### src/hw/rtl/gcd_pkg.sv
`timescale 1ns / 1ps
// ----------------------------------------------------------------------------
// gcd_pkg
// Shared constants and the CORDIC arctangent table for the great-circle
// distance pipeline.
// ----------------------------------------------------------------------------
package gcd_pkg;

  localparam int ANGLE_FRAC_BITS = 28;
  localparam int CORDIC_STAGES   = 24;
  localparam int STAGE_CAP       = 32;

  // cordic datapath width, values in q2.30 plus headroom
  localparam int CORDIC_W = 34;
  // restoring square root input width (even)
  localparam int SQRT_IN_W = 62;

  localparam logic [33:0] GAIN_Q30         = 34'd652032874;
  localparam logic [33:0] ONE_Q30          = 34'd1073741824;
  localparam logic [31:0] TURN_PER_RAD_Q32 = 32'd683565276;
  localparam logic [31:0] TWO_PI_Q28       = 32'd1686629713;
  localparam logic [33:0] DIST_MAX         = 34'h3_FFFF_FFFF;

  // atan(2^-i) in turns * 2^32
  function automatic logic [31:0] atan_turns(input int unsigned idx);
    logic [31:0] val;
    case (idx)
      0:  val = 32'd536870912;
      1:  val = 32'd316933406;
      2:  val = 32'd167458908;
      3:  val = 32'd85004756;
      4:  val = 32'd42667331;
      5:  val = 32'd21354465;
      6:  val = 32'd10679838;
      7:  val = 32'd5340245;
      8:  val = 32'd2670163;
      9:  val = 32'd1335087;
      10: val = 32'd667544;
      11: val = 32'd333772;
      12: val = 32'd166886;
      13: val = 32'd83443;
      14: val = 32'd41722;
      15: val = 32'd20861;
      16: val = 32'd10430;
      17: val = 32'd5215;
      18: val = 32'd2608;
      19: val = 32'd1304;
      20: val = 32'd652;
      21: val = 32'd326;
      22: val = 32'd163;
      23: val = 32'd81;
      24: val = 32'd41;
      25: val = 32'd20;
      26: val = 32'd10;
      27: val = 32'd5;
      28: val = 32'd3;
      29: val = 32'd1;
      30: val = 32'd1;
      default: val = 32'd0;
    endcase
    return val;
  endfunction

endpackage

### src/hw/rtl/gcd_sqrt.sv
`timescale 1ns / 1ps
// ----------------------------------------------------------------------------
// gcd_sqrt
// Pipelined restoring integer square root (floor), one result bit per
// register stage, with a sideband that travels alongside.
// ----------------------------------------------------------------------------
module gcd_sqrt #(
  parameter int IN_W   = gcd_pkg::SQRT_IN_W,
  parameter int SIDE_W = 1
) (
  input  logic                 clk,
  input  logic                 rst_n,
  input  logic                 en,
  input  logic                 in_valid,
  input  logic [IN_W-1:0]      in_value,
  input  logic [SIDE_W-1:0]    in_side,
  output logic                 out_valid,
  output logic [IN_W/2-1:0]    out_root,
  output logic [SIDE_W-1:0]    out_side
);

  localparam int ITER = IN_W / 2;

  logic [IN_W-1:0]   v_r     [ITER];
  logic [IN_W-1:0]   res_r   [ITER];
  logic [SIDE_W-1:0] side_r  [ITER];
  logic              valid_r [ITER];

  for (genvar k = 0; k < ITER; k++) begin : g_stage
    localparam logic [IN_W:0] BIT = (IN_W+1)'(1) << (IN_W - 2 - 2 * k);
    logic [IN_W-1:0]   v_cur, res_cur, v_nxt, res_nxt;
    logic [IN_W:0]     trial;
    logic              valid_cur;
    logic [SIDE_W-1:0] side_cur;

    if (k == 0) begin : g_first
      assign v_cur     = in_value;
      assign res_cur   = '0;
      assign valid_cur = in_valid;
      assign side_cur  = in_side;
    end else begin : g_next
      assign v_cur     = v_r[k-1];
      assign res_cur   = res_r[k-1];
      assign valid_cur = valid_r[k-1];
      assign side_cur  = side_r[k-1];
    end

    always_comb begin
      trial = {1'b0, res_cur} + BIT;
      if ({1'b0, v_cur} >= trial) begin
        v_nxt   = IN_W'({1'b0, v_cur} - trial);
        res_nxt = IN_W'({1'b0, res_cur >> 1} + BIT);
      end else begin
        v_nxt   = v_cur;
        res_nxt = res_cur >> 1;
      end
    end

    always_ff @(posedge clk) begin
      if (!rst_n) begin
        valid_r[k] <= 1'b0;
      end else if (en) begin
        valid_r[k] <= valid_cur;
      end
    end

    always_ff @(posedge clk) begin
      if (en) begin
        v_r[k]    <= v_nxt;
        res_r[k]  <= res_nxt;
        side_r[k] <= side_cur;
      end
    end
  end

  assign out_valid = valid_r[ITER-1];
  assign out_root  = res_r[ITER-1][IN_W/2-1:0];
  assign out_side  = side_r[ITER-1];

endmodule

### config.mk
export PLATFORM = sky130hd
export DESIGN_NAME = gcd_sqrt
export DESIGN_NICKNAME = d
export VERILOG_FILES = /design/src/hw/rtl/gcd_pkg.sv /design/src/hw/rtl/gcd_sqrt.sv
export SDC_FILE = /design/constraint.sdc
export NUM_CORES = 2
export LEC_CHECK = 0
export BUFFER_PORTS_ARGS = -buffer_cell sky130_fd_sc_hd__buf_2
export CORE_UTILIZATION = 50
export CTS_CLUSTER_DIAMETER = 40
export CTS_CLUSTER_SIZE = 28
export DETAILED_ROUTE_END_ITERATION = 8
export PLACE_DENSITY = 0.65
export SETUP_SLACK_MARGIN = 0.4
export SYNTH_ARGS = -nofsm -noshare
export SYNTH_HDL_FRONTEND = slang
export SYNTH_SLANG_ARGS = --single-unit
### constraint.sdc
create_clock -name clk -period 6.75 [get_ports clk]
set_clock_uncertainty 0.2 [all_clocks]
set_input_delay 1.0125 -clock clk [delete_from_list [all_inputs] [get_ports clk]]
set_output_delay 1.0125 -clock clk [all_outputs]
set_load 0.05 [all_outputs]
==> results.yml <==
worst_setup_path:
  timing.critical_path.from_type: "flop"
  crit_path_max_incr_delay_ns: 0.84
  endpoint_kind: "flop"
  start_to_end_type_of_the_worst_setup_path: "reg -> reg"
  timing.critical_path.cells: "nor4_1 -> nand2_1 -> nor3_2 -> nand3_1 -> nor4_1 -> nor3_1 -> o31a_2 -> nor4_2 -> nand3_1 -> xnor2_1"
  cp_data_required_time_ns: 7.21
  master_of_the_slowest_instance_on_the_critical_path: "nor4_2"
  critical_path_peak_fanout: 17
  worstPathArrival_ns: 5.30
clock_tree:
  cts_root_buf: "clkbuf_16"
  maximum_buffer_depth_of_the_clock_tree: 4
  cts-buffers-inserted: 362
  post_cts_resize_count: 0
  cts_htree_levels: 5
  post_cts_setup_buffer_count: 0
  clk-insertion-delay-late_ns: 0.98
  tritoncts: "yes"
  clk_transition_reported_paths_ns: 0.06
  cts.sink_count: 2418
  cts-hold-fix-buffers: 60
yosys:
  synth_compound_area_share_pct: 9.02
  synth_sequential_area_ratio_pct: 63.5
  synth_flop_cell: "edfxtp_1"
  syn-num-nets: 9565
  yosys-mux-area-fraction_pct: 0.926
  synth_xor_xnor_area_share_pct: 6.22
  dominant_combinational_cell_family_by_area_after_synthesis: "simple AND/OR/NAND/NOR gates"
  synth-edff-count: 2417
  synthArstFlopShare_pct: 0
  post_synth_instance_area_um2: 114000
  netlist-cell-type-count: 91
  synth-warning-count: 0
  postSynthAreaPerCell_um2: 12.7
  synth_simple_gate_area_share_pct: 11.9
  synthAdderAreaFrac_pct: 5.74
  synthCells: 8973
  postSynthRegisterBits: 2418
die:
  boundaryPins: 100
  floorplan.rows: 175
  initial_core_util_pct: 50.3
  die_area_um2: 231000
  core_region_area_um2: 227000
  die_w_um: 480
  vertical_extent_of_the_die_um: 480
pwr:
  total_leakage_power_nw: 49.6
  pwr_density_cell_nw_per_um2: 367
  vdd_drop_max_mv: 0.319
global_route:
  initial_antenna_violation_count: 12
  grt_usage_pct: 24.8
  first_pass_grt_wire_length_mm: 433
  overflow: 0
  grt_pass1_vias: 70800
  grt_max_degree: 210
detailed_routing:
  finalWirelength_mm: 290
  avgViaCountPerCell: 5.78
  drt_iter0_drc: 6753
  num_vias: 73200
  antenna_left: 0
  drtPass1Iterations: 6
  post-route-drc-count: 0
  detail_route.wl_per_cell_um: 22.9
placed_design:
  placed_area_um2: 119000
  hpwlAfterDp_mm: 216
  gp_congestion: 0.917
  post-place-cells: 11900
  io_buffers: 99
timing:
  fmax_ghz: 0.207
  final.period_utilization_pct: 71.6
  totalNegativeSetupSlack_ns: 0
  worst_tran_pin_value_ns: 1.23
  finalWorstPathRequiredPeriod_ns: 4.83
  setup_violations: 0
  finalMaxSlewViolations: 0
  grt_setup_unrepaired: "no"
  finalHoldViolCount: 0
  max_slew_margin_pct: 17.7
  hold_ws_ns: 0.166
job:
  max_cap_violations: 0
final_layout:
  net_count_final: 9955
  final_core_utilization_pct: 57.8
  instances_no_fill: 12700
  area_delta_synth_final_pct: 15.0
  drive_gt1_share_pct: 9.46
  final_area_um2: 132000
hold_path:
  holdCritPathClass: "in -> reg"
status:
  status: "completed"
synth_stat cells, types with 13 or more instances:
master	n	area, µm²
a211oi_1	44	330
a21boi_0	20	150
a21o_1	233	1750
a21oi_1	523	2620
a31oi_1	51	319
and2_1	28	175
and3_1	77	482
clkbuf_1	156	586
edfxtp_1	2417	72600
ha_1	525	6570
inv_1	636	2390
mux2_2	79	890
mux2i_1	17	170
nand2_1	573	2150
nand2b_1	125	782
nand3_1	150	751
nand3b_1	30	225
nand4_1	145	907
nand4b_1	20	175
nor2_1	556	2090
nor2b_1	72	450
nor3_1	238	1190
nor3b_1	18	135
nor4_1	308	1930
nor4b_1	43	377
o2111ai_1	13	114
o211ai_1	32	240
o21a_1	86	646
o21ai_0	458	2290
o21bai_1	33	248
o31a_1	15	131
o31ai_1	34	255
o41ai_1	14	123
or2_2	31	194
or3_1	81	507
or4_1	73	548
xnor2_1	437	3830
xor2_1	376	3290
area by class of cell:
class                   instances  area [µm²]
fillers                     18000       95900
clock buffers                 384        9250
multi-input cells            5743       38800
inverters                     638        2390
well taps                    3009        3760
diodes                          2        5.00
repair buffers                200        1620
flip-flops and latches       2418       72600
clock inverters               271        3100
power breakdown:
| part | total (W) | internal, W | switching (W) | leakage, nW |
|---|---|---|---|---|
| clock | 0.0188 | 0.0115 | 0.00724 | 5.93 |
| sequential | 0.0207 | 0.0190 | 0.00169 | 23.3 |
| combinational | 0.00877 | 0.00348 | 0.00529 | 20.4 |
| total | 0.0482 | 0.0340 | 0.0142 | 49.6 |
cell families after synthesis:
family | after synthesis
AND/OR/NAND/NOR | 2629
flip-flops | 2418
AO/OA/AOI/OAI | 1680
XOR/XNOR | 813
buffers and inverters | 812
adder cells (fa/ha/maj) | 525
multiplexers | 96
path summary, 6_finish.rpt:
kind | from | to | slack (ns) | depth (start not counted)
setup / recovery | v_r[1][661] | v_r[1][736] | 1.92 | 10
hold reg to reg | v_r[0][506] | v_r[0][568] | 0.21 | 0
hold / removal | in_side | side_r[0][0] | 0.17 | 1
setup reg to reg | v_r[1][661] | v_r[1][736] | 1.92 | 10
stage by stage:
stage | setup WS, ns | power (W)
after floorplan | 2.78 | 0.0263
after global routing | 1.71 | 0.0502
after global placement | 1.44 | 0.0295
after CTS | 1.97 | 0.0484
final | 1.92 | 0.0482
after detailed placement | 1.96 | 0.0295
registers in the layout, summed over array words and instances (netlist names):
signal   flops
res_r      496
v_r       1860
side_r      31
valid_r     31
worst max-delay path: cells and delay by family, from the launching register on:
family,cells,cell delay [ns]
xor gates and xnor gates,1,0.18
DFF,1,0.50
AOI/OAI and AO/OA,1,0.26
and+or+nand+nor,8,3.48
placed cells by master (no fill, tap or decap), drive strengths merged, types with 233 or more instances in the layout:
cell,netlist,routed
xnor2,437,437
edfxtp,2417,2417
clkbuf,158,384
nor3,240,240
inv,637,721
nand2,573,573
ha,525,525
o21ai,460,460
xor2,376,376
nor2,556,556
a21o,233,233
a21oi,523,523
nor4,313,313
metal layers:
metal | vias up | track usage [%] | part of all wire, %
li1 | 34600 | - | -
met1 | 35700 | 34.0 | 43
met3 | 494 | 3.69 | 6.2
met4 | 2 | 8.15 | 3.1
met5 | - | 0 | 0.0045
met2 | 2433 | 40.5 | 47
Power figures use the tool's default switching activity.
